[config.mk]
export PLATFORM = sky130hd
export DESIGN_NAME = bfm_qdiv
export DESIGN_NICKNAME = d
export VERILOG_FILES = /design/src/design/bfm_pkg.sv /design/src/design/bfm_qdiv.sv
export VERILOG_INCLUDE_DIRS = /design/src /design/src/design
export SDC_FILE = /design/constraint.sdc
export NUM_CORES = 2
export LEC_CHECK = 0
export BUFFER_PORTS_ARGS = -buffer_cell sky130_fd_sc_hd__buf_2
export CORE_ASPECT_RATIO = 1.4
export CORE_MARGIN = 2
export CORE_UTILIZATION = 55
export DETAILED_ROUTE_END_ITERATION = 6
export PLACE_DENSITY = 0.74
export SETUP_SLACK_MARGIN = 0.2
export SYNTH_ARGS = -nofsm -noshare
export SYNTH_HDL_FRONTEND = slang
export SYNTH_SLANG_ARGS = --single-unit
export TNS_END_PERCENT = 20
[constraint.sdc]
create_clock -name aclk -period 14.8 [get_ports aclk]
set_input_delay 2.22 -clock aclk [delete_from_list [all_inputs] [get_ports aclk]]
set_output_delay 2.22 -clock aclk [all_outputs]
set_load 0.02 [all_outputs]
[src/design/butterworth_freq_mask_weight_macros.svh]
// Assertion macros shared by the Butterworth mask weight design.
// No dependencies; pulled in by the modules that carry assertions.
`ifndef BUTTERWORTH_FREQ_MASK_WEIGHT_MACROS_SVH
`define BUTTERWORTH_FREQ_MASK_WEIGHT_MACROS_SVH

// same-cycle implication, disabled while in reset
`define BFM_ASSERT_IMP(label, clk, rstn, ante, cons) \
    label: assert property (@(posedge clk) disable iff (!rstn) (ante) |-> (cons)) \
        else $error("bfm: same-cycle check failed");

// next-cycle implication, disabled while in reset
`define BFM_ASSERT_NXT(label, clk, rstn, ante, cons) \
    label: assert property (@(posedge clk) disable iff (!rstn) (ante) |=> (cons)) \
        else $error("bfm: next-cycle check failed");

`endif

[src/design/bfm_pkg.sv]
// Shared types, widths, register indexes and helpers for the Butterworth
// mask weight pipeline. No dependencies.
package bfm_pkg;

    localparam int MAX_SIZE  = 4096;
    localparam int MAX_ORDER = 8;

    localparam int SIZE_W  = 13;
    localparam int COORD_W = 12;
    localparam int HALF_W  = 12;
    localparam int FOLD_W  = 11;
    localparam int DIST_W  = 23;
    localparam int R2_W    = 23;
    localparam int NUM_W   = 40;
    localparam int Q_W     = 32;
    localparam int ORD_W   = 4;
    localparam int ORD2_W  = 5;
    localparam int WT_W    = 16;

    // ratio divider: 32 quotient bits, 4 per stage
    localparam int QD_REM_W  = 24;
    localparam int QD_BITS   = 4;
    localparam int QD_STAGES = Q_W / QD_BITS;

    // power chain: one multiply per stage
    localparam int PW_STAGES = 2 * MAX_ORDER;

    // weight divider: 18 quotient bits, 3 per stage
    localparam int WD_NUM_W  = 33;
    localparam int WD_DEN_W  = 33;
    localparam int WD_REM_W  = 34;
    localparam int WD_QBITS  = 18;
    localparam int WD_BITS   = 3;
    localparam int WD_STAGES = WD_QBITS / WD_BITS;

    localparam int REG_IDX_W = 3;
    localparam logic [REG_IDX_W-1:0] REG_WIDTH  = 3'd0;
    localparam logic [REG_IDX_W-1:0] REG_HEIGHT = 3'd1;
    localparam logic [REG_IDX_W-1:0] REG_RADIUS = 3'd2;
    localparam logic [REG_IDX_W-1:0] REG_ORDER  = 3'd3;
    localparam logic [REG_IDX_W-1:0] REG_MODE   = 3'd4;

    localparam logic [Q_W-1:0]  Q_ONE = 32'h0001_0000;
    localparam logic [WT_W-1:0] W_ONE = 16'h8000;

    // configuration as seen by the datapath (clamped and derived)
    typedef struct packed {
        logic [SIZE_W-1:0] w;
        logic [SIZE_W-1:0] h;
        logic [HALF_W-1:0] hw;
        logic [HALF_W-1:0] hh;
        logic [R2_W-1:0]   r2;
        logic [ORD2_W-1:0] order2;
        logic              mode;
    } cfg_t;

    localparam cfg_t CFG_RESET = '{
        w:      13'd512,
        h:      13'd512,
        hw:     12'd256,
        hh:     12'd256,
        r2:     23'd2500,
        order2: 5'd4,
        mode:   1'b0
    };

    // Q16.16 multiply, round half up, saturate to 32 bits
    function automatic logic [Q_W-1:0] qmul(input logic [Q_W-1:0] a,
                                            input logic [Q_W-1:0] b);
        logic [2*Q_W-1:0] prod;
        prod = {{Q_W{1'b0}}, a} * {{Q_W{1'b0}}, b} + 64'd32768;
        if (prod[2*Q_W-1:Q_W+16] != '0) begin
            return '1;
        end
        return prod[Q_W+15:16];
    endfunction

endpackage

[src/design/bfm_qdiv.sv]
// Pipelined restoring divider for the Q16.16 ratio, four quotient bits
// per stage, with saturation decided at entry. Depends on bfm_pkg.
`include "butterworth_freq_mask_weight_macros.svh"

module bfm_qdiv (
    input  logic                        aclk,
    input  logic                        aresetn,
    input  logic                        en,
    input  bfm_pkg::cfg_t               cfg,
    input  logic                        in_valid,
    input  logic [bfm_pkg::NUM_W-1:0]   in_num,
    input  logic                        in_fill,
    output logic                        out_valid,
    output logic [bfm_pkg::Q_W-1:0]     out_q,
    output logic                        out_fill
);

    localparam int NS = bfm_pkg::QD_STAGES + 1;

    logic [NS-1:0]                  vld_reg;
    logic [NS-1:0]                  sat_reg;
    logic [NS-1:0]                  fill_reg;
    logic [bfm_pkg::QD_REM_W-1:0]   rem_reg  [NS];
    logic [bfm_pkg::Q_W-1:0]        lo_reg   [NS];
    logic [bfm_pkg::Q_W-1:0]        quo_reg  [NS];
    logic [bfm_pkg::QD_REM_W-1:0]   rem_next [NS];
    logic [bfm_pkg::Q_W-1:0]        lo_next  [NS];
    logic [bfm_pkg::Q_W-1:0]        quo_next [NS];
    logic                           sat_in;

    // quotient exceeds 32 bits iff the top numerator bits reach r2
    assign sat_in = {15'b0, in_num[bfm_pkg::NUM_W-1:bfm_pkg::Q_W]} >= cfg.r2;

    always_comb begin
        logic [bfm_pkg::QD_REM_W-1:0] rem_v;
        logic [bfm_pkg::Q_W-1:0]      lo_v, quo_v;
        rem_next[0] = {16'b0, in_num[bfm_pkg::NUM_W-1:bfm_pkg::Q_W]};
        lo_next[0]  = in_num[bfm_pkg::Q_W-1:0];
        quo_next[0] = '0;
        for (int s = 1; s < NS; s++) begin
            rem_v = rem_reg[s-1];
            lo_v  = lo_reg[s-1];
            quo_v = quo_reg[s-1];
            for (int j = 0; j < bfm_pkg::QD_BITS; j++) begin
                rem_v = {rem_v[bfm_pkg::QD_REM_W-2:0], lo_v[bfm_pkg::Q_W-1]};
                lo_v  = {lo_v[bfm_pkg::Q_W-2:0], 1'b0};
                if (rem_v >= {1'b0, cfg.r2}) begin
                    rem_v = rem_v - {1'b0, cfg.r2};
                    quo_v = {quo_v[bfm_pkg::Q_W-2:0], 1'b1};
                end else begin
                    quo_v = {quo_v[bfm_pkg::Q_W-2:0], 1'b0};
                end
            end
            rem_next[s] = rem_v;
            lo_next[s]  = lo_v;
            quo_next[s] = quo_v;
        end
    end

    always_ff @(posedge aclk) begin
        if (!aresetn) begin
            vld_reg <= '0;
        end else if (en) begin
            vld_reg <= {vld_reg[NS-2:0], in_valid};
        end
    end

    always_ff @(posedge aclk) begin
        if (en) begin
            sat_reg  <= {sat_reg[NS-2:0], sat_in};
            fill_reg <= {fill_reg[NS-2:0], in_fill};
            for (int s = 0; s < NS; s++) begin
                rem_reg[s] <= rem_next[s];
                lo_reg[s]  <= lo_next[s];
                quo_reg[s] <= quo_next[s];
            end
        end
    end

    assign out_valid = vld_reg[NS-1];
    assign out_q     = sat_reg[NS-1] ? '1 : quo_reg[NS-1];
    assign out_fill  = fill_reg[NS-1];

    // zero radius must always take the saturated path
    `BFM_ASSERT_NXT(a_qdiv_zero_r2_sat, aclk, aresetn, en && in_valid && (cfg.r2 == '0), sat_reg[0])

endmodule

# Word-level counts from Yosys, hierarchy flattened
# Memories as Yosys holds them, arrays and structs flattened.
# Index checks and enable logic that the tools add are counted.
[op_classes]
add_sub_neg = 32
n_lt_le_gt_ge = 33
muxes = 67
[ops]
columns = ["operator", "count"]
rows = [
  ["24-bit by 23-bit greater-or-equal comparator with 1-bit output", 32],
  ["23-bit 2-to-1 mux", 24],
  ["23-bit subtractor", 24],
  ["24-bit 2-to-1 mux", 8],
  ["24-bit by 23-bit subtractor with 24-bit output", 8],
  ["1-bit 2-to-1 mux", 34],
  ["32-bit 2-to-1 mux", 1],
  ["8-bit by 23-bit greater-or-equal comparator with 1-bit output", 1],
]
[totals]
inputBits = 124
n_memories = 3
regBits = 27
mem_bits_rw = 792
[mem_list]
columns = ["memory", "depth", "width", "read_ports", "rd_clocked_by_memory_dff", "wr", "line_no", "text"]
rows = [
  ["lo_reg", 9, 32, 8, 0, 9, "bfm_qdiv.sv:24", "logic [bfm_pkg::Q_W-1:0] lo_reg [NS];"],
  ["quo_reg", 9, 32, 9, 0, 9, "bfm_qdiv.sv:25", "logic [bfm_pkg::Q_W-1:0] quo_reg [NS];"],
  ["rem_reg", 9, 24, 8, 0, 9, "bfm_qdiv.sv:23", "logic [bfm_pkg::QD_REM_W-1:0] rem_reg [NS];"],
]

# Longest topological paths before layout
# An unclocked memory read counts as a cell.
[logic_depth]
ltp_word = 9
ltp_mapped = 60

# Worst setup path before layout
# Ideal clock, no wire load.
[synth_path]
kind = "input -> register"
start = "input cfg[7] in the netlist's numbering"
end = "memory rem_reg[0][131] in the netlist's numbering, data pin"
arrival_time_ns = 13.916
required_ns = 14.539
setup_slack_ns = 0.623
cell_stages = 53
path_cell_list = "inv_1 fa_1 a211oi_1 o21bai_1 a31oi_1 a211oi_1 nor2_1 a22o_1 inv_2 buf_1 mux2_2 ha_1 nand4_1 or3_1 a211oi_1 nor3_1 o21ai_1 or3_1 [... 17 more ...] clkbuf_1 buf_4 buf_2 nand2_1 nand2_1 ha_1 nor2b_1 o21ai_0 a21oi_1 o41ai_1 and3_1 o21ai_0 a211o_1 o22a_1 a211oi_1 clkbuf_1 a211oi_1 a221o_1"
[synth_lines]
columns = ["element", "line_no", "text"]
rows = [
  ["from (decl)", "bfm_qdiv.sv:9", "input bfm_pkg::cfg_t cfg,"],
  ["to (decl)", "bfm_qdiv.sv:23", ""],
]

==> impl_metrics.ini <==
[run_status]
status = complete, no violations

[cts]
clkLatencyLatePin_ns = 0.65
cts_buffer_depth = 3
cts_tree = yes
cts_buffers = 52
htree_levels = 2
root_buffer = clkbuf_16
cts.sinks = 484
path_clk_slew_ns = 0.07
postCtsSetupRepairBufs = 0

[global_routing]
grt-ovfl-total = 0
grt_pass1_wl_um = 266600
grt_util_all_layers_pct = 31.90
grt_pass1_vias = 49500
grt_max_degree = 170
grt_antenna_before_repair = 6

[floorplan]
ioPinCount = 158
start_util_pct = 55.51
die_x_um = 276.2
die_area_um2 = 106400
row_count = 139
core_um2 = 102800
die_h_um = 385.1

[detailed_routing]
wire_per_inst_um = 22.06
dr.first_iter.drc_count = 3217
ant_nets = 0
drtPass1Iterations = 6
vias_per_cell = 6.390
drcViolationCount = 0
vias = 50860
route.final.wire_length_um = 175600

[cells_and_area]
final_util_pct = 60.35
largest_reg_flops = 169
layout-drive-gt1-share_pct = 13.01
syn_to_final_growth_pct = 8.712
num-nets-final = 7458
nFillCells = 8989
final_cell_mix = 730 x ha_1, 575 x a21oi_1, 480 x nor2_1
layout_commonest_cell = ha_1

[sta]
setup_violations = 0
grt_setup_unrepaired = yes
worst_pin_slew_ns = 1.041
skew_ns = 0.03652
fin_crit_ns = 14.04
slew_headroom_pct = 30.63
fmax_ghz = 0.07120
hold_violations = 0
slew_violations = 0
fin_crit_sh_pct = 94.90

[synthesis]
netlist_area_um2 = 57060
syn-num-nets = 7262
ys_types = 104
ys_seq_elements = 484
ys_seq_area_share_pct = 25.31
synth_edf_count = 475
syn_area_per_cell_um2 = 8.948
ys_async_sr_fraction_pct = 0
ys_warn_count = 0
syn_inst = 6377
yosys_most_used_dff = edfxtp_1

[placed_design]
io_buffers = 101
hpwl_um = 138200
gp_congestion = 1.018

[setup_path]
crit_arrival_ns = 14.43
cpLargestDelayFamily = compound AO/OA/AOI/OAI gates
worst-path-buf-inv = 6
end_kind = flip-flop
cpPeakStageDelay_ns = 0.68
critPathSlowestCell = or3_1
critPathRequiredTime_ns = 15.18
start_kind = input port
critical_path_class = input port to flip-flop
cp_max_fo = 38
cpMostUsedCell = a21oi_1

[hold_path]
hold_class = flip-flop to flip-flop

[run]
maxCapViolCount = 0
[what timing repair did]
action	4_1_cts	5_1_grt
hold buffers	0	0
gates resized for setup	0	28
endpoints found under the setup margin	0	135
[metrics by stage]
stage	setup TNS, ns	hold WS (ns)	worst slack, ns	std cells	area (um^2)
after floorplan	0	0.4003	0.6232	6377	57060
after global placement	-0.05473	0.4002	-0.05473	7858	60030
after detailed placement	-0.5653	0.4045	-0.1067	7858	60030
after CTS	0	0.4065	0.5468	7956	61910
after global routing	0	0.4177	0.04565	7957	62030
final	0	0.4068	0.7554	7959	62030
[Yosys cell counts (104+ instances only)]
cell / n / area (um^2)
xnor2_1: 362 / 3171
nor2b_1: 109 / 681.9
nand2_1: 434 / 1629
ha_1: 730 / 9134
nor2_1: 480 / 1802
o21a_1: 115 / 863.3
o21ai_0: 371 / 1857
xor2_1: 178 / 1559
nor3_1: 126 / 630.6
inv_1: 276 / 1036
mux2_2: 330 / 3716
nand4_1: 104 / 650.6
a21o_1: 258 / 1937
a21oi_1: 577 / 2888
edfxtp_1: 475 / 14260
nand3_1: 108 / 540.5
[path summary, 6_finish.rpt]
path	from	end	slack, ns	depth (start not counted)
worst min register to register	quo_reg[0][99]$_DFFE_PP_	quo_reg[0][135]$_DFFE_PP_	0.41	0
worst max register to register	lo_reg[0][159]$_DFFE_PP_	rem_reg[0][141]$_DFFE_PP_	2.22	51
worst max-delay path	cfg[6]	rem_reg[0][93]$_DFFE_PP_	0.76	47
worst min-delay path	quo_reg[0][99]$_DFFE_PP_	quo_reg[0][135]$_DFFE_PP_	0.41	0
[per-layer routing]
layer	global-route usage (%)	vias up	share of wire, %
li1	-	24600	-
met1	33.59	23960	37
met2	57.23	1583	49
met3	3.976	701	4.7
met4	26.49	12	9.3
met5	0	-	0.048
[cells by family (layout without fill, tap and decap cells)]
group	after synthesis	after routing	synth area share, %
compound gates	1962	1962	22.49
simple gates	1752	1752	15.00
fa+ha+maj	761	761	17.10
xor+xnor	540	540	8.289
flops	484	484	25.31
mux	458	458	8.870
buf+inv	420	660	2.943
other cells	0	3	0
[cell type report]
class | instances | area [um^2] | area share, %
Sequential cell | 484 | 14440 | 23.29
Inverter | 290 | 1092 | 1.761
Antenna cell | 3 | 7.507 | 0.01210
Timing Repair Buffer | 272 | 1862 | 3.001
Tap cell | 1339 | 1675 | 2.701
Clock buffer | 57 | 1363 | 2.197
Clock inverter | 41 | 520.5 | 0.8391
Multi-Input combinational cell | 5473 | 41070 | 66.20
Power is not shown: default switching activity piles up to over one toggle a cycle in this logic, so the estimate is an artifact.
