### config.mk
export PLATFORM = sky130hd
export DESIGN_NAME = bfm_wdiv
export DESIGN_NICKNAME = d
export VERILOG_FILES = /design/src/design/butterworth_freq_mask_weight_macros.svh /design/src/design/bfm_pkg.sv /design/src/design/bfm_wdiv.sv
export SDC_FILE = /design/constraint.sdc
export NUM_CORES = 2
export LEC_CHECK = 0
export BUFFER_PORTS_ARGS = -buffer_cell sky130_fd_sc_hd__buf_2
export CAP_MARGIN = 25
export CORE_ASPECT_RATIO = 1.2
export CORE_MARGIN = 2
export CORE_UTILIZATION = 65
export CTS_BUF_LIST = sky130_fd_sc_hd__clkbuf_2
export DETAILED_ROUTE_END_ITERATION = 16
export HOLD_SLACK_MARGIN = 0.05
export PLACE_DENSITY_LB_ADDON = 0.15
export SLEW_MARGIN = 20
export SYNTH_ARGS = -nofsm -noshare
export SYNTH_HDL_FRONTEND = slang
export SYNTH_SLANG_ARGS = --single-unit
### constraint.sdc
create_clock -name aclk -period 14.8 [get_ports aclk]
set_clock_uncertainty 0.15 [all_clocks]
set_input_delay 1.48 -clock aclk [delete_from_list [all_inputs] [get_ports aclk]]
set_output_delay 1.48 -clock aclk [all_outputs]
set_load 0.01 [all_outputs]
### src/design/butterworth_freq_mask_weight_macros.svh
// Assertion macros shared by the Butterworth mask weight design.
// No dependencies; pulled in by the modules that carry assertions.
`ifndef BUTTERWORTH_FREQ_MASK_WEIGHT_MACROS_SVH
`define BUTTERWORTH_FREQ_MASK_WEIGHT_MACROS_SVH

// same-cycle implication, disabled while in reset
`define BFM_ASSERT_IMP(label, clk, rstn, ante, cons) \
    label: assert property (@(posedge clk) disable iff (!rstn) (ante) |-> (cons)) \
        else $error("bfm: same-cycle check failed");

// next-cycle implication, disabled while in reset
`define BFM_ASSERT_NXT(label, clk, rstn, ante, cons) \
    label: assert property (@(posedge clk) disable iff (!rstn) (ante) |=> (cons)) \
        else $error("bfm: next-cycle check failed");

`endif

### src/design/bfm_pkg.sv
// Shared types, widths, register indexes and helpers for the Butterworth
// mask weight pipeline. No dependencies.
package bfm_pkg;

    localparam int MAX_SIZE  = 4096;
    localparam int MAX_ORDER = 8;

    localparam int SIZE_W  = 13;
    localparam int COORD_W = 12;
    localparam int HALF_W  = 12;
    localparam int FOLD_W  = 11;
    localparam int DIST_W  = 23;
    localparam int R2_W    = 23;
    localparam int NUM_W   = 40;
    localparam int Q_W     = 32;
    localparam int ORD_W   = 4;
    localparam int ORD2_W  = 5;
    localparam int WT_W    = 16;

    // ratio divider: 32 quotient bits, 4 per stage
    localparam int QD_REM_W  = 24;
    localparam int QD_BITS   = 4;
    localparam int QD_STAGES = Q_W / QD_BITS;

    // power chain: one multiply per stage
    localparam int PW_STAGES = 2 * MAX_ORDER;

    // weight divider: 18 quotient bits, 3 per stage
    localparam int WD_NUM_W  = 33;
    localparam int WD_DEN_W  = 33;
    localparam int WD_REM_W  = 34;
    localparam int WD_QBITS  = 18;
    localparam int WD_BITS   = 3;
    localparam int WD_STAGES = WD_QBITS / WD_BITS;

    localparam int REG_IDX_W = 3;
    localparam logic [REG_IDX_W-1:0] REG_WIDTH  = 3'd0;
    localparam logic [REG_IDX_W-1:0] REG_HEIGHT = 3'd1;
    localparam logic [REG_IDX_W-1:0] REG_RADIUS = 3'd2;
    localparam logic [REG_IDX_W-1:0] REG_ORDER  = 3'd3;
    localparam logic [REG_IDX_W-1:0] REG_MODE   = 3'd4;

    localparam logic [Q_W-1:0]  Q_ONE = 32'h0001_0000;
    localparam logic [WT_W-1:0] W_ONE = 16'h8000;

    // configuration as seen by the datapath (clamped and derived)
    typedef struct packed {
        logic [SIZE_W-1:0] w;
        logic [SIZE_W-1:0] h;
        logic [HALF_W-1:0] hw;
        logic [HALF_W-1:0] hh;
        logic [R2_W-1:0]   r2;
        logic [ORD2_W-1:0] order2;
        logic              mode;
    } cfg_t;

    localparam cfg_t CFG_RESET = '{
        w:      13'd512,
        h:      13'd512,
        hw:     12'd256,
        hh:     12'd256,
        r2:     23'd2500,
        order2: 5'd4,
        mode:   1'b0
    };

    // Q16.16 multiply, round half up, saturate to 32 bits
    function automatic logic [Q_W-1:0] qmul(input logic [Q_W-1:0] a,
                                            input logic [Q_W-1:0] b);
        logic [2*Q_W-1:0] prod;
        prod = {{Q_W{1'b0}}, a} * {{Q_W{1'b0}}, b} + 64'd32768;
        if (prod[2*Q_W-1:Q_W+16] != '0) begin
            return '1;
        end
        return prod[Q_W+15:16];
    endfunction

endpackage

### src/design/bfm_wdiv.sv
// Pipelined restoring divider for round(2^31 / (1 + p)), three quotient
// bits per stage. Depends on bfm_pkg.
module bfm_wdiv (
    input  logic                          aclk,
    input  logic                          aresetn,
    input  logic                          en,
    input  logic                          in_valid,
    input  logic [bfm_pkg::Q_W-1:0]       in_p,
    input  logic                          in_fill,
    output logic                          out_valid,
    output logic [bfm_pkg::WD_QBITS-1:0]  out_quo,
    output logic                          out_fill
);

    localparam int NS = bfm_pkg::WD_STAGES + 1;

    logic [NS-1:0]                  vld_reg;
    logic [NS-1:0]                  fill_reg;
    logic [bfm_pkg::WD_REM_W-1:0]   rem_reg  [NS];
    logic [bfm_pkg::WD_QBITS-1:0]   lo_reg   [NS];
    logic [bfm_pkg::WD_QBITS-1:0]   quo_reg  [NS];
    logic [bfm_pkg::WD_DEN_W-1:0]   den_reg  [NS];
    logic [bfm_pkg::WD_REM_W-1:0]   rem_next [NS];
    logic [bfm_pkg::WD_QBITS-1:0]   lo_next  [NS];
    logic [bfm_pkg::WD_QBITS-1:0]   quo_next [NS];
    logic [bfm_pkg::WD_DEN_W-1:0]   den_in;
    logic [bfm_pkg::WD_NUM_W-1:0]   num_in;

    always_comb begin
        den_in = {1'b0, bfm_pkg::Q_ONE} + {1'b0, in_p};
        num_in = 33'h0_8000_0000 + {1'b0, den_in[bfm_pkg::WD_DEN_W-1:1]};
    end

    always_comb begin
        logic [bfm_pkg::WD_REM_W-1:0] rem_v;
        logic [bfm_pkg::WD_QBITS-1:0] lo_v, quo_v;
        rem_next[0] = {19'b0, num_in[bfm_pkg::WD_NUM_W-1:bfm_pkg::WD_QBITS]};
        lo_next[0]  = num_in[bfm_pkg::WD_QBITS-1:0];
        quo_next[0] = '0;
        for (int s = 1; s < NS; s++) begin
            rem_v = rem_reg[s-1];
            lo_v  = lo_reg[s-1];
            quo_v = quo_reg[s-1];
            for (int j = 0; j < bfm_pkg::WD_BITS; j++) begin
                rem_v = {rem_v[bfm_pkg::WD_REM_W-2:0], lo_v[bfm_pkg::WD_QBITS-1]};
                lo_v  = {lo_v[bfm_pkg::WD_QBITS-2:0], 1'b0};
                if (rem_v >= {1'b0, den_reg[s-1]}) begin
                    rem_v = rem_v - {1'b0, den_reg[s-1]};
                    quo_v = {quo_v[bfm_pkg::WD_QBITS-2:0], 1'b1};
                end else begin
                    quo_v = {quo_v[bfm_pkg::WD_QBITS-2:0], 1'b0};
                end
            end
            rem_next[s] = rem_v;
            lo_next[s]  = lo_v;
            quo_next[s] = quo_v;
        end
    end

    always_ff @(posedge aclk) begin
        if (!aresetn) begin
            vld_reg <= '0;
        end else if (en) begin
            vld_reg <= {vld_reg[NS-2:0], in_valid};
        end
    end

    always_ff @(posedge aclk) begin
        if (en) begin
            fill_reg   <= {fill_reg[NS-2:0], in_fill};
            den_reg[0] <= den_in;
            for (int s = 1; s < NS; s++) begin
                den_reg[s] <= den_reg[s-1];
            end
            for (int s = 0; s < NS; s++) begin
                rem_reg[s] <= rem_next[s];
                lo_reg[s]  <= lo_next[s];
                quo_reg[s] <= quo_next[s];
            end
        end
    end

    assign out_valid = vld_reg[NS-1];
    assign out_quo   = quo_reg[NS-1];
    assign out_fill  = fill_reg[NS-1];

endmodule
## Word level (Yosys, flattened, before mapping)

Memory sizes are Yosys's and may differ from the RTL's.
Index checks and enable logic that the tools add are counted.

| word-level totals | value |
|---|---|
| bits in registers | 14 |
| RAM bits | 721 |
| input bits | 37 |
| output and inout port bits | 20 |
| word-level logic and storage cells | 82 |
| memories kept | 4 |

Memory list:

| name | depth | bits a word | read ports | clocked after memory_dff | wr ports | RTL line | source |
|---|---|---|---|---|---|---|---|
| rem_reg | 7 | 34 | 6 | 0 | 7 | bfm_wdiv.sv:19 | `logic [bfm_pkg::WD_REM_W-1:0] rem_reg [NS];` |
| den_reg | 7 | 33 | 6 | 0 | 7 | bfm_wdiv.sv:22 | `logic [bfm_pkg::WD_DEN_W-1:0] den_reg [NS];` |
| lo_reg | 7 | 18 | 6 | 0 | 7 | bfm_wdiv.sv:20 | `logic [bfm_pkg::WD_QBITS-1:0] lo_reg [NS];` |
| quo_reg | 7 | 18 | 7 | 0 | 7 | bfm_wdiv.sv:21 | `logic [bfm_pkg::WD_QBITS-1:0] quo_reg [NS];` |

| cells by class | value |
|---|---|
| $add $sub $neg | 20 |
| order comparisons | 18 |
| mux-type cells | 38 |

Operators by type and width:

| kind | number |
|---|---|
| $ge A34 B33 Y1 | 18 |
| $mux W33 | 12 |
| $sub A33 B33 Y33 | 12 |
| $mux W34 | 6 |
| $sub A34 B33 Y34 | 6 |
| $add A17 B32 Y33 const A | 1 |
| $add A32 B32 Y33 const A | 1 |
| $mux W1 | 20 |

## Logic depth before layout (Yosys ltp)

An unclocked memory read counts as a cell.

| depth | value |
|---|---|
| depth in word-level cells | 7 |
| mapped depth | 43 |
| mapped depth without buffers | 39 |

## Least setup slack after synthesis

Ideal clock, no wire load.

| timing path | value |
|---|---|
| path type | register to register |
| from | mem den_reg[1][15] (netlist name) |
| to | mem rem_reg[2][26] (netlist name) (data pin) |
| setup time | 0.260 ns |
| arrival | 8.916 ns |
| required time | 14.390 ns |
| setup slack | 5.474 ns |
| cell stages (with the launch flop) | 40 |
| buffers on the path | 4 |
| clock period less this slack | 9.326 ns |
| path through | edfxtp_1 > inv_1 > ha_1 > inv_1 > fa_1 > a211oi_1 > o211ai_1 > a31oi_1 > a21o_1 > nand4_1 > a21oi_1 > o211ai_1 > buf_2 > buf_1 > nand2_1 > o21ai_0 > fa_1 > nand2b_1 > [... 4 more ...] > a211oi_1 > a21oi_1 > mux2i_1 > clkbuf_1 > mux2_2 > ha_1 > o21a_1 > o21a_1 > a2111oi_0 > o31a_1 > a41oi_1 > o2111ai_1 > o21ai_0 > nand2_1 > a21oi_1 > a211oi_4 > buf_6 > mux2_2 |

RTL lines:

| element | RTL line |
|---|---|
| start, declared | bfm_wdiv.sv:22 |
| end, declared | bfm_wdiv.sv:19 |

==> results.json <==
{
  "status": "completed",
  "die_h_um": 301,
  "synth_nets": 5992,
  "layout_commonest_cell": "ha_1",
  "relSlewSlack": 0.279,
  "synth_area_per_cell_um2": 8.94,
  "path_clk_slew_ns": 0.12,
  "grt_pass1_wl_um": 215000,
  "synthAdderAreaFrac": 0.158,
  "start_kind": "register",
  "layout_common_cells": "ha_1 (578), a21oi_1 (560), edfxtp_1 (434)",
  "syn-cell-area_um2": 47900,
  "fin_crit_ns": 12.06,
  "cp_num_buf_inv": 3,
  "worst_pin_slew_ns": 1.07,
  "area_growth_pct": 4.84,
  "synth-compound-area-share": 0.226,
  "antenna_found_initial": 3,
  "wl_met1_um": 47900,
  "track_usage": 0.364,
  "ctsResizeCount": 0,
  "drcViolationCount": 0,
  "cts.path.max_buffers": 3,
  "largest_register_ffs": 198,
  "core-area_um2": 73400,
  "synth-main-ff-cell": "edfxtp_1",
  "maxCapViolCount": 0,
  "hold_buffers": 0,
  "muxShareOfSynthArea": 0.0810,
  "yosysUniqueCellTypes": 96,
  "routed_wl_um": 141000,
  "crit_path_max_incr_delay_ns": 0.81,
  "fin_crit_sh": 0.815,
  "critPathKind": "reg2reg",
  "root_buffer": "clkbuf_2",
  "critPathSlowestCell": "o41ai_1",
  "cts_buffers": 110,
  "met2WireLength_um": 71200,
  "cpMostUsedCell": "o31ai_1",
  "grt_max_degree": 123,
  "initial_core_util": 0.653,
  "timing.setup.tns_ns": 0,
  "synth_cells": 5360,
  "io_buffers": 56,
  "dieWidth_um": 252,
  "nets": 6082,
  "gr-total-overflow": 0,
  "drt_iter0_markers": 2462,
  "grt_pass1_vias": 41900,
  "hp-class": "in2reg",
  "clkLatencyLatePin_ns": 1.29,
  "drive_gt1_frac": 0.112,
  "ys_seq_area_frac": 0.275,
  "rsz0062_at_grt": "false",
  "clock-sinks": 441,
  "postCtsSetupBuffers": 0,
  "gp_congestion": 1.05,
  "ys_warn_count": 0,
  "wl_met3_um": 5460,
  "finalSetupViolCount": 0,
  "cp.arrival_ns": 12.89,
  "synth_edf_count": 434,
  "synth_top_family_by_area": "compound AO/OA/AOI/OAI gates",
  "slew_viol_final": 0,
  "ys_seq_elements": 441,
  "dpl.hpwl_um": 115000,
  "synthArstFlopShare": 0,
  "first_pass_iters": 6,
  "max_freq_ghz": 0.0829,
  "wl_per_cell_um": 21.7,
  "num_vias": 41700,
  "cp_max_fo": 31,
  "synth_xor_area_frac": 0.0820,
  "top_level_ports": 57,
  "finalHoldViolations": 0,
  "cts_tree": "done",
  "rows": 109,
  "ant_nets": 0,
  "routed_via_density": 6.43,
  "top_layer": "met4",
  "die_area_um2": 75900,
  "cp.required_ns": 15.62,
  "critPathTopFamily": "compound AO/OA/AOI/OAI gates",
  "synth-simple-area-share": 0.141,
  "h-tree-depth": 3,
  "critPathCaptureType": "register"
}
## worst register-to-register path: cells and delay by family, from the launching register on
family                     cells  cell delay (ns)
xor gates and xnor gates       1             0.10
AOI/OAI and AO/OA             19             6.88
muxes                          2             0.66
DFF                            1             0.41
and+or+nand+nor                5             1.66
adders and majority gates      4             1.30
buffers and inverters          3             0.59
## cell families after synthesis
logic type	count (synthesis)
AOI/OAI and AO/OA	1678
DFF	441
buffers and inverters	453
muxes	346
xor gates and xnor gates	449
and+or+nand+nor	1398
adders and majority gates	595
## cells in the mapped netlist, types with 11 or more instances
library cell	n	area (um^2)
or2_2	28	175
o211ai_1	34	255
edfxtp_1	434	13000
mux2i_1	33	330
mux2_2	285	3210
nor2b_1	84	526
and4_1	17	149
inv_1	347	1300
a31o_2	18	158
nor3_1	105	526
nand4_1	91	569
nor4_1	25	156
ha_1	578	7230
a211o_1	20	175
clkbuf_1	55	206
nor2_1	420	1580
nand2_1	332	1250
a21boi_0	30	225
a21oi_1	560	2800
a211oi_1	61	458
o31a_1	13	114
nand2b_1	68	425
mux2_1	20	225
o21ai_0	268	1340
a41oi_1	14	123
a31oi_1	54	338
o21bai_1	47	353
xor2_1	132	1160
o21a_1	98	736
a21o_1	266	2000
or3_1	32	200
fa_1	17	340
a2111oi_0	15	131
o31ai_1	41	308
and3_1	44	275
a221oi_1	12	105
and2_1	24	150
nand3_1	88	440
xnor2_1	317	2780
buf_2	25	125
buf_1	11	41.3
## worst paths after layout
| check | from | end | slack (ns) | cells after the start |
|---|---|---|---|---|
| setup / recovery | den_reg[3][9] | rem_reg[4][31] | 2.74 | 34 |
| hold / removal | in_p[11] | den_reg[0][11] | 0.19 | 1 |
| setup reg to reg | den_reg[3][9] | rem_reg[4][31] | 2.74 | 34 |
| hold reg to reg | den_reg[1][9] | den_reg[2][9] | 0.27 | 0 |
## cell type report
cell class,count,area (um^2)
multi-input cells,4466,33100
fillers,6034,23100
flip-flops and latches,441,13200
inverters,350,1310
well taps,943,1180
clock buffers,144,721
repair buffers,81,498
clock inverters,54,294
diodes,6,15.0
## stage by stage
stage               hold slack (ns)   util  area [um^2]  setup WS, ns  std cells
floorplan                     0.250      -        47900          5.47       5360
global placement              0.250  0.670        49200          3.20       6280
detailed placement            0.255  0.671        49200          3.10       6281
CTS                           0.117  0.685        50200          3.00       6479
global route                  0.157  0.685        50200          2.05       6482
finish                        0.186  0.685        50300          2.74       6485
## routing by layer
layer,vias to the layer above,global-route usage
li1,20300,-
met1,19500,0.331
met2,1269,0.685
met3,610,0.0443
met4,0,0.365
met5,-,0
Power is not shown: default switching activity piles up to over one toggle a cycle in this logic, so the estimate is an artifact.
