<file path="src/design/butterworth_freq_mask_weight_macros.svh">
// Assertion macros shared by the Butterworth mask weight design.
// No dependencies; pulled in by the modules that carry assertions.
`ifndef BUTTERWORTH_FREQ_MASK_WEIGHT_MACROS_SVH
`define BUTTERWORTH_FREQ_MASK_WEIGHT_MACROS_SVH

// same-cycle implication, disabled while in reset
`define BFM_ASSERT_IMP(label, clk, rstn, ante, cons) \
    label: assert property (@(posedge clk) disable iff (!rstn) (ante) |-> (cons)) \
        else $error("bfm: same-cycle check failed");

// next-cycle implication, disabled while in reset
`define BFM_ASSERT_NXT(label, clk, rstn, ante, cons) \
    label: assert property (@(posedge clk) disable iff (!rstn) (ante) |=> (cons)) \
        else $error("bfm: next-cycle check failed");

`endif

</file>
<file path="src/design/bfm_pkg.sv">
// Shared types, widths, register indexes and helpers for the Butterworth
// mask weight pipeline. No dependencies.
package bfm_pkg;

    localparam int MAX_SIZE  = 4096;
    localparam int MAX_ORDER = 8;

    localparam int SIZE_W  = 13;
    localparam int COORD_W = 12;
    localparam int HALF_W  = 12;
    localparam int FOLD_W  = 11;
    localparam int DIST_W  = 23;
    localparam int R2_W    = 23;
    localparam int NUM_W   = 40;
    localparam int Q_W     = 32;
    localparam int ORD_W   = 4;
    localparam int ORD2_W  = 5;
    localparam int WT_W    = 16;

    // ratio divider: 32 quotient bits, 4 per stage
    localparam int QD_REM_W  = 24;
    localparam int QD_BITS   = 4;
    localparam int QD_STAGES = Q_W / QD_BITS;

    // power chain: one multiply per stage
    localparam int PW_STAGES = 2 * MAX_ORDER;

    // weight divider: 18 quotient bits, 3 per stage
    localparam int WD_NUM_W  = 33;
    localparam int WD_DEN_W  = 33;
    localparam int WD_REM_W  = 34;
    localparam int WD_QBITS  = 18;
    localparam int WD_BITS   = 3;
    localparam int WD_STAGES = WD_QBITS / WD_BITS;

    localparam int REG_IDX_W = 3;
    localparam logic [REG_IDX_W-1:0] REG_WIDTH  = 3'd0;
    localparam logic [REG_IDX_W-1:0] REG_HEIGHT = 3'd1;
    localparam logic [REG_IDX_W-1:0] REG_RADIUS = 3'd2;
    localparam logic [REG_IDX_W-1:0] REG_ORDER  = 3'd3;
    localparam logic [REG_IDX_W-1:0] REG_MODE   = 3'd4;

    localparam logic [Q_W-1:0]  Q_ONE = 32'h0001_0000;
    localparam logic [WT_W-1:0] W_ONE = 16'h8000;

    // configuration as seen by the datapath (clamped and derived)
    typedef struct packed {
        logic [SIZE_W-1:0] w;
        logic [SIZE_W-1:0] h;
        logic [HALF_W-1:0] hw;
        logic [HALF_W-1:0] hh;
        logic [R2_W-1:0]   r2;
        logic [ORD2_W-1:0] order2;
        logic              mode;
    } cfg_t;

    localparam cfg_t CFG_RESET = '{
        w:      13'd512,
        h:      13'd512,
        hw:     12'd256,
        hh:     12'd256,
        r2:     23'd2500,
        order2: 5'd4,
        mode:   1'b0
    };

    // Q16.16 multiply, round half up, saturate to 32 bits
    function automatic logic [Q_W-1:0] qmul(input logic [Q_W-1:0] a,
                                            input logic [Q_W-1:0] b);
        logic [2*Q_W-1:0] prod;
        prod = {{Q_W{1'b0}}, a} * {{Q_W{1'b0}}, b} + 64'd32768;
        if (prod[2*Q_W-1:Q_W+16] != '0) begin
            return '1;
        end
        return prod[Q_W+15:16];
    endfunction

endpackage

</file>
<file path="src/design/bfm_prep.sv">
// Front end: corner folding, fill detection, squared distance and the
// rounded ratio numerator. Depends on bfm_pkg.
module bfm_prep (
    input  logic                             aclk,
    input  logic                             aresetn,
    input  logic                             en,
    input  bfm_pkg::cfg_t                    cfg,
    input  logic                             in_valid,
    input  logic [bfm_pkg::COORD_W-1:0]      in_col,
    input  logic [bfm_pkg::COORD_W-1:0]      in_row,
    output logic                             out_valid,
    output logic [bfm_pkg::NUM_W-1:0]        out_num,
    output logic                             out_fill
);

    logic                           a_vld_reg;
    logic [bfm_pkg::FOLD_W-1:0]     a_fx_reg, a_fy_reg;
    logic                           a_fill_reg;
    logic                           b_vld_reg;
    logic [bfm_pkg::NUM_W-1:0]      b_num_reg;
    logic                           b_fill_reg;

    logic [bfm_pkg::SIZE_W-1:0]     col_ext, row_ext, fx_full, fy_full;
    logic                           x_bad, y_bad;
    logic [bfm_pkg::DIST_W-1:0]     dist_sum;
    logic [bfm_pkg::NUM_W-1:0]      num_next;

    // fold to the nearest corner; outside or odd middle line means fill
    always_comb begin
        col_ext = {1'b0, in_col};
        row_ext = {1'b0, in_row};
        fx_full = (col_ext < {1'b0, cfg.hw}) ? col_ext : cfg.w - 13'd1 - col_ext;
        fy_full = (row_ext < {1'b0, cfg.hh}) ? row_ext : cfg.h - 13'd1 - row_ext;
        x_bad   = (col_ext >= cfg.w) || (fx_full >= {1'b0, cfg.hw});
        y_bad   = (row_ext >= cfg.h) || (fy_full >= {1'b0, cfg.hh});
    end

    always_comb begin
        dist_sum = bfm_pkg::DIST_W'({11'b0, a_fx_reg} * {11'b0, a_fx_reg})
                 + bfm_pkg::DIST_W'({11'b0, a_fy_reg} * {11'b0, a_fy_reg});
        num_next = {1'b0, dist_sum, 16'h0000} + {18'b0, cfg.r2[bfm_pkg::R2_W-1:1]};
    end

    always_ff @(posedge aclk) begin
        if (!aresetn) begin
            a_vld_reg <= 1'b0;
            b_vld_reg <= 1'b0;
        end else if (en) begin
            a_vld_reg <= in_valid;
            b_vld_reg <= a_vld_reg;
        end
    end

    always_ff @(posedge aclk) begin
        if (en) begin
            a_fx_reg   <= fx_full[bfm_pkg::FOLD_W-1:0];
            a_fy_reg   <= fy_full[bfm_pkg::FOLD_W-1:0];
            a_fill_reg <= x_bad || y_bad;
            b_num_reg  <= num_next;
            b_fill_reg <= a_fill_reg;
        end
    end

    assign out_valid = b_vld_reg;
    assign out_num   = b_num_reg;
    assign out_fill  = b_fill_reg;

endmodule

</file>
<file path="config.mk">
export PLATFORM = sky130hd
export DESIGN_NAME = bfm_prep
export DESIGN_NICKNAME = d
export VERILOG_FILES = /design/src/design/butterworth_freq_mask_weight_macros.svh /design/src/design/bfm_pkg.sv /design/src/design/bfm_prep.sv
export SDC_FILE = /design/constraint.sdc
export NUM_CORES = 1
export LEC_CHECK = 0
export BUFFER_PORTS_ARGS = -buffer_cell sky130_fd_sc_hd__buf_2
export CAP_MARGIN = 40
export CORE_MARGIN = 4
export CORE_UTILIZATION = 50
export CTS_BUF_LIST = sky130_fd_sc_hd__clkbuf_4
export CTS_CLUSTER_SIZE = 24
export DETAILED_ROUTE_END_ITERATION = 12
export MAX_ROUTING_LAYER = met4
export PLACE_DENSITY = 0.73
export SLEW_MARGIN = 20
export SYNTH_ARGS = -nofsm -noshare
export SYNTH_HDL_FRONTEND = slang
export SYNTH_SLANG_ARGS = --single-unit
</file>
<file path="constraint.sdc">
create_clock -name aclk -period 15.6 [get_ports aclk]
set_clock_uncertainty 0.15 [all_clocks]
set_input_delay 2.34 -clock aclk [delete_from_list [all_inputs] [get_ports aclk]]
set_output_delay 2.34 -clock aclk [all_outputs]
set_load 0.03 [all_outputs]
</file>
# Yosys cells after proc, flatten, opt, wreduce, memory -nomap -nowiden
# Cells that the tools add are included.
dict set report word_totals {
  regBits 66
  latch_bits 0
  ramBits 0
  romBits 0
  inputBits 107
  output_inout_bits 42
  wordCells 26
  n_memories 0
}
dict set report classes {
  add_sub_neg 6
  multipliers 2
  div 0
  magnitude_cmp 6
  eq_ne 0
  n_shift 0
  mux 2
  n_bitwise 0
  reduce_logical 3
}
# cell count
set ops {}
lappend ops {{11-bit by 11-bit multiplier with 22-bit output} 2}
lappend ops {{39-bit by 22-bit adder with 40-bit output} 1}
lappend ops {{12-bit by 13-bit >= comparator with 1-bit output} 2}
lappend ops {{13-bit by 12-bit >= comparator with 1-bit output} 2}
lappend ops {{13-bit two-way mux} 2}
lappend ops {{13-bit by 1-bit subtractor with 13-bit output, second input constant} 2}
lappend ops {{13-bit by 12-bit subtractor with 13-bit output} 2}
lappend ops {{12-bit < comparator} 2}
lappend ops {{22-bit by 22-bit adder with 23-bit output} 1}
lappend ops {{1-bit logical OR} 3}

# Longest topological paths before layout
# Gate-level depths: netlist of the first run.
dict set report logic_depth {
  depth_word 6
  ltp_mapped 27
  mapped_depth_nobuf 25
}

# Worst setup path before layout of the first run
# OpenSTA, ideal clock, no wires.
dict set report synth_path {
  kind {register to register}
  from {register a_fy_reg[8] (netlist bit)}
  to {register b_num_reg (netlist bit out_num[39]) (data pin)}
  setup_time_ns 0.255
  arrival_ns 6.862
  required_ns 15.195
  setup_slack_ns 8.333
  stages_incl_launch_ff 25
  path_buffers 2
  period_less_slack_ns 7.267
  path_cell_list {edfxtp_1 clkbuf_1 and2_1 fa_1 fa_1 inv_1 fa_1 inv_1 fa_1 fa_1 fa_1 inv_1 fa_1 inv_1 ha_1 a21o_1 or2_1 o31ai_2 nor4b_1 or3_1 a211oi_1 or2_1 buf_6 nor3_1 and3b_1}
}
dict set report synth_between {
  elab_chain_cells 3
}
# element line
set synth_rtl {}
lappend synth_rtl {{from (decl)} bfm_prep.sv:17} ;# logic [bfm_pkg::FOLD_W-1:0] a_fx_reg, a_fy_reg;
lappend synth_rtl {{from (signal assigned)} bfm_prep.sv:57} ;# a_fy_reg <= fy_full[bfm_pkg::FOLD_W-1:0];
lappend synth_rtl {{11-bit by 11-bit multiplier with 22-bit output} bfm_prep.sv:40} ;# + bfm_pkg::DIST_W'({11'b0, a_fy_reg} * {11'b0, a_fy_reg});
lappend synth_rtl {{22-bit by 22-bit adder with 23-bit output} bfm_prep.sv:40}
lappend synth_rtl {{39-bit by 22-bit adder with 40-bit output} bfm_prep.sv:41} ;# num_next = {1'b0, dist_sum, 16'h0000} + {18'b0, cfg.r2[bfm_pkg::R2_W-1:1]};
lappend synth_rtl {{named net num_next, one bit} bfm_prep.sv:26} ;# logic [bfm_pkg::NUM_W-1:0] num_next;
lappend synth_rtl {{to (signal assigned)} bfm_prep.sv:59} ;# b_num_reg <= num_next;
lappend synth_rtl {{to (decl)} bfm_prep.sv:20} ;# logic [bfm_pkg::NUM_W-1:0] b_num_reg;
# The timed path passes the listed nets, and every way through them passes these cells.
# A chain may end at the register's enable or synchronous reset.

# Final worst setup path of the first run
dict set report layout_path {
  from {register a_fy_reg[1] (netlist bit)}
  to {register b_num_reg (netlist bit out_num[39]) (data pin)}
}
# The elaborated chain is that of the path after synthesis.

==> flow_summary.toml, run 1 <==
[sta]
setup_viol = 0
setup_tns_ns = 0
min_period_over_period_pct = 51.5
hold_viol_final = 0
worst-slew-pin-transition_ns = 0.740
fin_crit_ns = 8.03
rsz0062_at_grt = "no"
fmax_ghz = 0.125
max-slew-margin-rel_pct = 50.5
slew_violations = 0

[yosys]
synth.most_common_cell = "inv_1"
syn-cell-area_um2 = 12800
synthMuxAreaShare_pct = 0.666
synth-seq-area-share_pct = 15.4
synthXorXnorAreaFrac_pct = 4.39
synth_edf_count = 64
ys_seq_elements = 66
ys_warn_count = 0
yosysUniqueCellTypes = 78
synth_ff_type = "edfxtp_1"
yosysTopAreaCell = "fa_1"
syn-mean-instance-area_um2 = 9.25
syn_nets = 1857
synth_top_area_share_pct = 26.5
synth-simple-area-share_pct = 11.7
synth_compound_area_share_pct = 10.0
synthArstFlopShare_pct = 0
synthCells = 1382
synth_top_family_by_area = "adder cells"
netlist_top_cells_count = "inv_1 (364), ha_1 (199), fa_1 (169)"
yosys.area_share.adder_pct = 46.0
synthTopCellsByArea = "fa_1 (26%), ha_1 (19%), edfxtp_1 (15%), inv_1 (11%), xnor2_1 (3.0%)"

[grt]
grt_usage_pct = 19.2
grt_pass1_wl_um = 43600
grt_antenna_before_repair = 1
grt_max_degree = 67
grt_pass1_vias = 9738
grt_overflow = 0

[critical_path]
start_kind = "register"
cp_data_arrival_time_ns = 8.08
worstPathMaxFanout = 12
required_ns = 15.65
cp-end-kind = "register"
setup.worst_path.class = "reg -> reg"

[clocking]
cts_tree = "yes"
cts_setup_buffers = 0
cts_hold_buf = 0
numCtsBuffers = 9
clk_latency_ns = 0.45
htreeDepth = 3
cts_root_buf = "clkbuf_4"
cts.sinks = 66
clk_pin_slew_worst_paths_ns = 0.12
cts_resized = 0
cts_buffer_depth = 2

[die]
start_util_pct = 50.7
die_x_um = 168
die_area_um2 = 28200
core_area_um2 = 25200
num_rows = 58
io_pins = 149
die_h_um = 168

[cells_and_area]
areaGrowthSynthToFinish_pct = 9.21
largest_reg_flops = 40
multiInputGateArea_um2 = 9290
drive_gt1_share_pct = 12.3
fillers = 2253
final_nets = 1978
seq_area_um2 = 1960

[hold_path]
min_path_type = "reg -> reg"

[place]
port_buffers = 141
dp_hpwl_um = 22400
place_congestion = 0.874

[outcome]
status = "complete, no violations"

[drt]
antenna_left = 0
wl_um = 25800
viasPerCell = 5.08
post-route-drc-count = 0
first_pass_iters = 4
vias = 9345
drtIter0Drc = 285
detail_route.wl_per_cell_um = 14.0

[job]
max_cap_viol_count = 0
## cell type report
cell class / instances / share of cell area (%)
Antenna cell: 1 / 0.0179
Clock buffer: 10 / 0.538
Clock inverter: 6 / 0.637
Inverter: 366 / 9.84
Multi-Input combinational cell: 916 / 66.6
Sequential cell: 66 / 14.1
Tap cell: 330 / 2.96
Timing Repair Buffer: 144 / 5.36
## metrics by stage
step                hold WS [ns]  setup WS, ns  std cells  area, um2  utilization, %
floorplan                  0.250          8.33       1382      12800               -
global placement           0.252          7.76       1821      13800            54.6
detailed placement         0.263          7.61       1821      13800            54.6
CTS                        0.300          7.56       1837      13900            55.3
global route               0.307          7.23       1839      14000            55.4
finish                     0.291          7.57       1839      14000            55.4
## kinds of logic (layout without fill, tap and decap cells)
kind of cell | after synthesis | count (layout)
AOI/OAI and AO/OA | 192 | 192
xor gates and xnor gates | 64 | 64
adders and majority gates | 368 | 368
buffers and inverters | 400 | 526
DFF | 66 | 66
muxes | 8 | 8
other | 0 | 1
and+or+nand+nor | 284 | 284
## worst max-delay path, stage by stage, from the launching register on
cell	delay [ns]
edfxtp_1	0.64
and2_1	0.32
fa_1	0.54
inv_1	0.06
fa_1	0.52
inv_1	0.06
fa_1	0.52
fa_1	0.53
fa_1	0.53
fa_1	0.57
inv_1	0.06
fa_1	0.53
inv_1	0.04
ha_1	0.41
a21oi_2	0.20
o221ai_2	0.16
o31ai_2	0.54
nor4b_1	0.10
or3_1	0.38
a211oi_1	0.29
or2_1	0.32
nor3_1	0.10
and3b_1	0.21
## cells in the final DEF (no fill, tap or decap), types with 20 or more instances in the layout
cell        n
a21o_1     31
a21oi_1    48
and2_1     60
buf_2     141
edfxtp_1   64
fa_1      169
ha_1      199
inv_1     364
nand2_1    84
nor2_1     48
o21ai_0    43
xnor2_1    44
xor2_1     20
## metal layers
| metal | GRT usage, % | routed length (um) | vias up |
|---|---|---|---|
| li1 | - | - | 4605 |
| met1 | 22.1 | 10500 | 4528 |
| met2 | 34.9 | 13800 | 158 |
| met3 | 1.83 | 713 | 54 |
| met4 | 6.63 | 837 | 0 |
| met5 | - | 0 | - |
## final timing paths
check	startpoint	to	slack, ns	cells past startpoint
worst max register to register	a_fy_reg[1]	out_num[39]	7.57	22
worst min-delay path	a_fill_reg	out_fill	0.29	0
worst max-delay path	a_fy_reg[1]	out_num[39]	7.57	22
worst min register to register	a_fill_reg	out_fill	0.29	0
Power of run 1 is left out: the tool's default activity adds up to more than one toggle a clock period on the data nets, which glitch-free logic cannot reach.
==> inputs of run 2 (changes only) <==
Clock period 15.6 ns to 7.6 ns, I/O delays scaled along.
==> flow_summary.toml, run 2 (synthesis results as in run 1) <==
[grt]
grt_overflow = 0
grt_pass1_vias = 10000
grt_usage_pct = 19.5
grt_antenna_before_repair = 1
grt_pass1_wl_um = 44500
grt_max_degree = 67

[drt]
viasPerCell = 5.07
first_pass_iters = 5
detail_route.wl_per_cell_um = 14.0
drtIter0Drc = 342
antenna_left = 0
post-route-drc-count = 0
vias = 9556
wl_um = 26300

[clocking]
clk_latency_ns = 0.44
cts_hold_buf = 0
htreeDepth = 3
cts_tree = "yes"
clk_pin_slew_worst_paths_ns = 0.12
numCtsBuffers = 9
cts_buffer_depth = 2
cts.sinks = 66
cts_root_buf = "clkbuf_4"

[die]
io_pins = 149
die_h_um = 168
die_x_um = 168
core_area_um2 = 25200
num_rows = 58
start_util_pct = 50.7
die_area_um2 = 28200

[critical_path]
cp_data_arrival_time_ns = 7.45
crit_top_cell = "fa_1"
worstPathMaxFanout = 7
setup.worst_path.class = "reg -> reg"
required_ns = 7.65
worstPathCellList = "and2_4 > fa_1 > inv_1 > fa_1 > inv_1 > fa_1 > fa_1 > fa_1 > fa_1 > inv_1 > fa_1 > inv_1 > ha_1 > o21a_1 > o22a_2 > a32o_1 > or3b_4 > a2111o_1 > o311ai_4 > nand4b_1 > nor3_2 > xor2_1"
start_kind = "register"
cp_slowest_cell = "edfxtp_1"
cp-end-kind = "register"
max_stage_delay_ns = 0.57

[hold_path]
min_path_type = "reg -> reg"

[sta]
worst-slew-pin-transition_ns = 0.741
max-slew-margin-rel_pct = 50.5
slew_violations = 0
setup_viol = 0
fmax_ghz = 0.135
min_period_over_period_pct = 97.4
layout_setup_ws_ns = 0.200
rsz0062_at_grt = "yes"
whs_ns = 0.281
fin_crit_ns = 7.40
hold_viol_final = 0

[place]
place_area_um2 = 14000
dp_hpwl_um = 23100
pre_cts_slack_ns = -0.0124
place_congestion = 0.898
port_buffers = 141

[cells_and_area]
largest_reg_flops = 40
final_common_cell = "inv_1"
mostFrequentLayoutCells = "inv_1 (363), ha_1 (195), fa_1 (169)"
fin_area_um2 = 14500
final_core_util_pct = 57.4
drive_gt1_share_pct = 16.7
final_nets = 2025
areaGrowthSynthToFinish_pct = 13.2

[job]
max_cap_viol_count = 0

[outcome]
status = "complete, no violations"
run 2: worst paths after layout:
kind / start / endpoint / slack (ns) / cells after the start
worst max-delay path: a_fy_reg[9] / out_num[38] / 0.20 / 22
worst min-delay path: a_fill_reg / out_fill / 0.28 / 0
worst max register to register: a_fy_reg[9] / out_num[38] / 0.20 / 22
worst min register to register: a_fill_reg / out_fill / 0.28 / 0
run 2: area by class of cell:
cell class	instances	area [um2]
clock buffers	10	75.1
clock inverters	6	115
multi-input cells	916	9420
flip-flops and latches	66	1960
well taps	330	413
repair buffers	191	1100
inverters	366	1370
fillers	2212	10700
diodes	1	2.50
run 2: stage by stage:
step                setup TNS [ns]  cells
floorplan                        0   1382
global placement                 0   1857
detailed placement         -0.0124   1857
CTS                              0   1873
global route                -0.135   1886
finish                           0   1886
run 2: layer usage:
layer  GRT usage [%]  routed length [um]
met2            35.6               14200
met4            5.58                 652
met1            22.6               10700
met3            2.09                 812
met5               -                   0
run 2: critical path, delay by kind of cell (launching register included):
kind	cells	cell delay [ns]
buffers and inverters	4	0.22
AO/OA/AOI/OAI	5	1.29
AND/OR/NAND/NOR	4	0.93
flip-flops	1	0.57
XOR/XNOR	1	0.09
adder cells (fa/ha/maj)	8	3.92
run 2: what timing repair did:
item / in CTS / in global routing
buffers inserted: 0 / 11
setup endpoints to repair: 3 / 10
pin swaps: 0 / 16
resized for setup: 1 / 36
Power of run 2 is left out for the same reason.
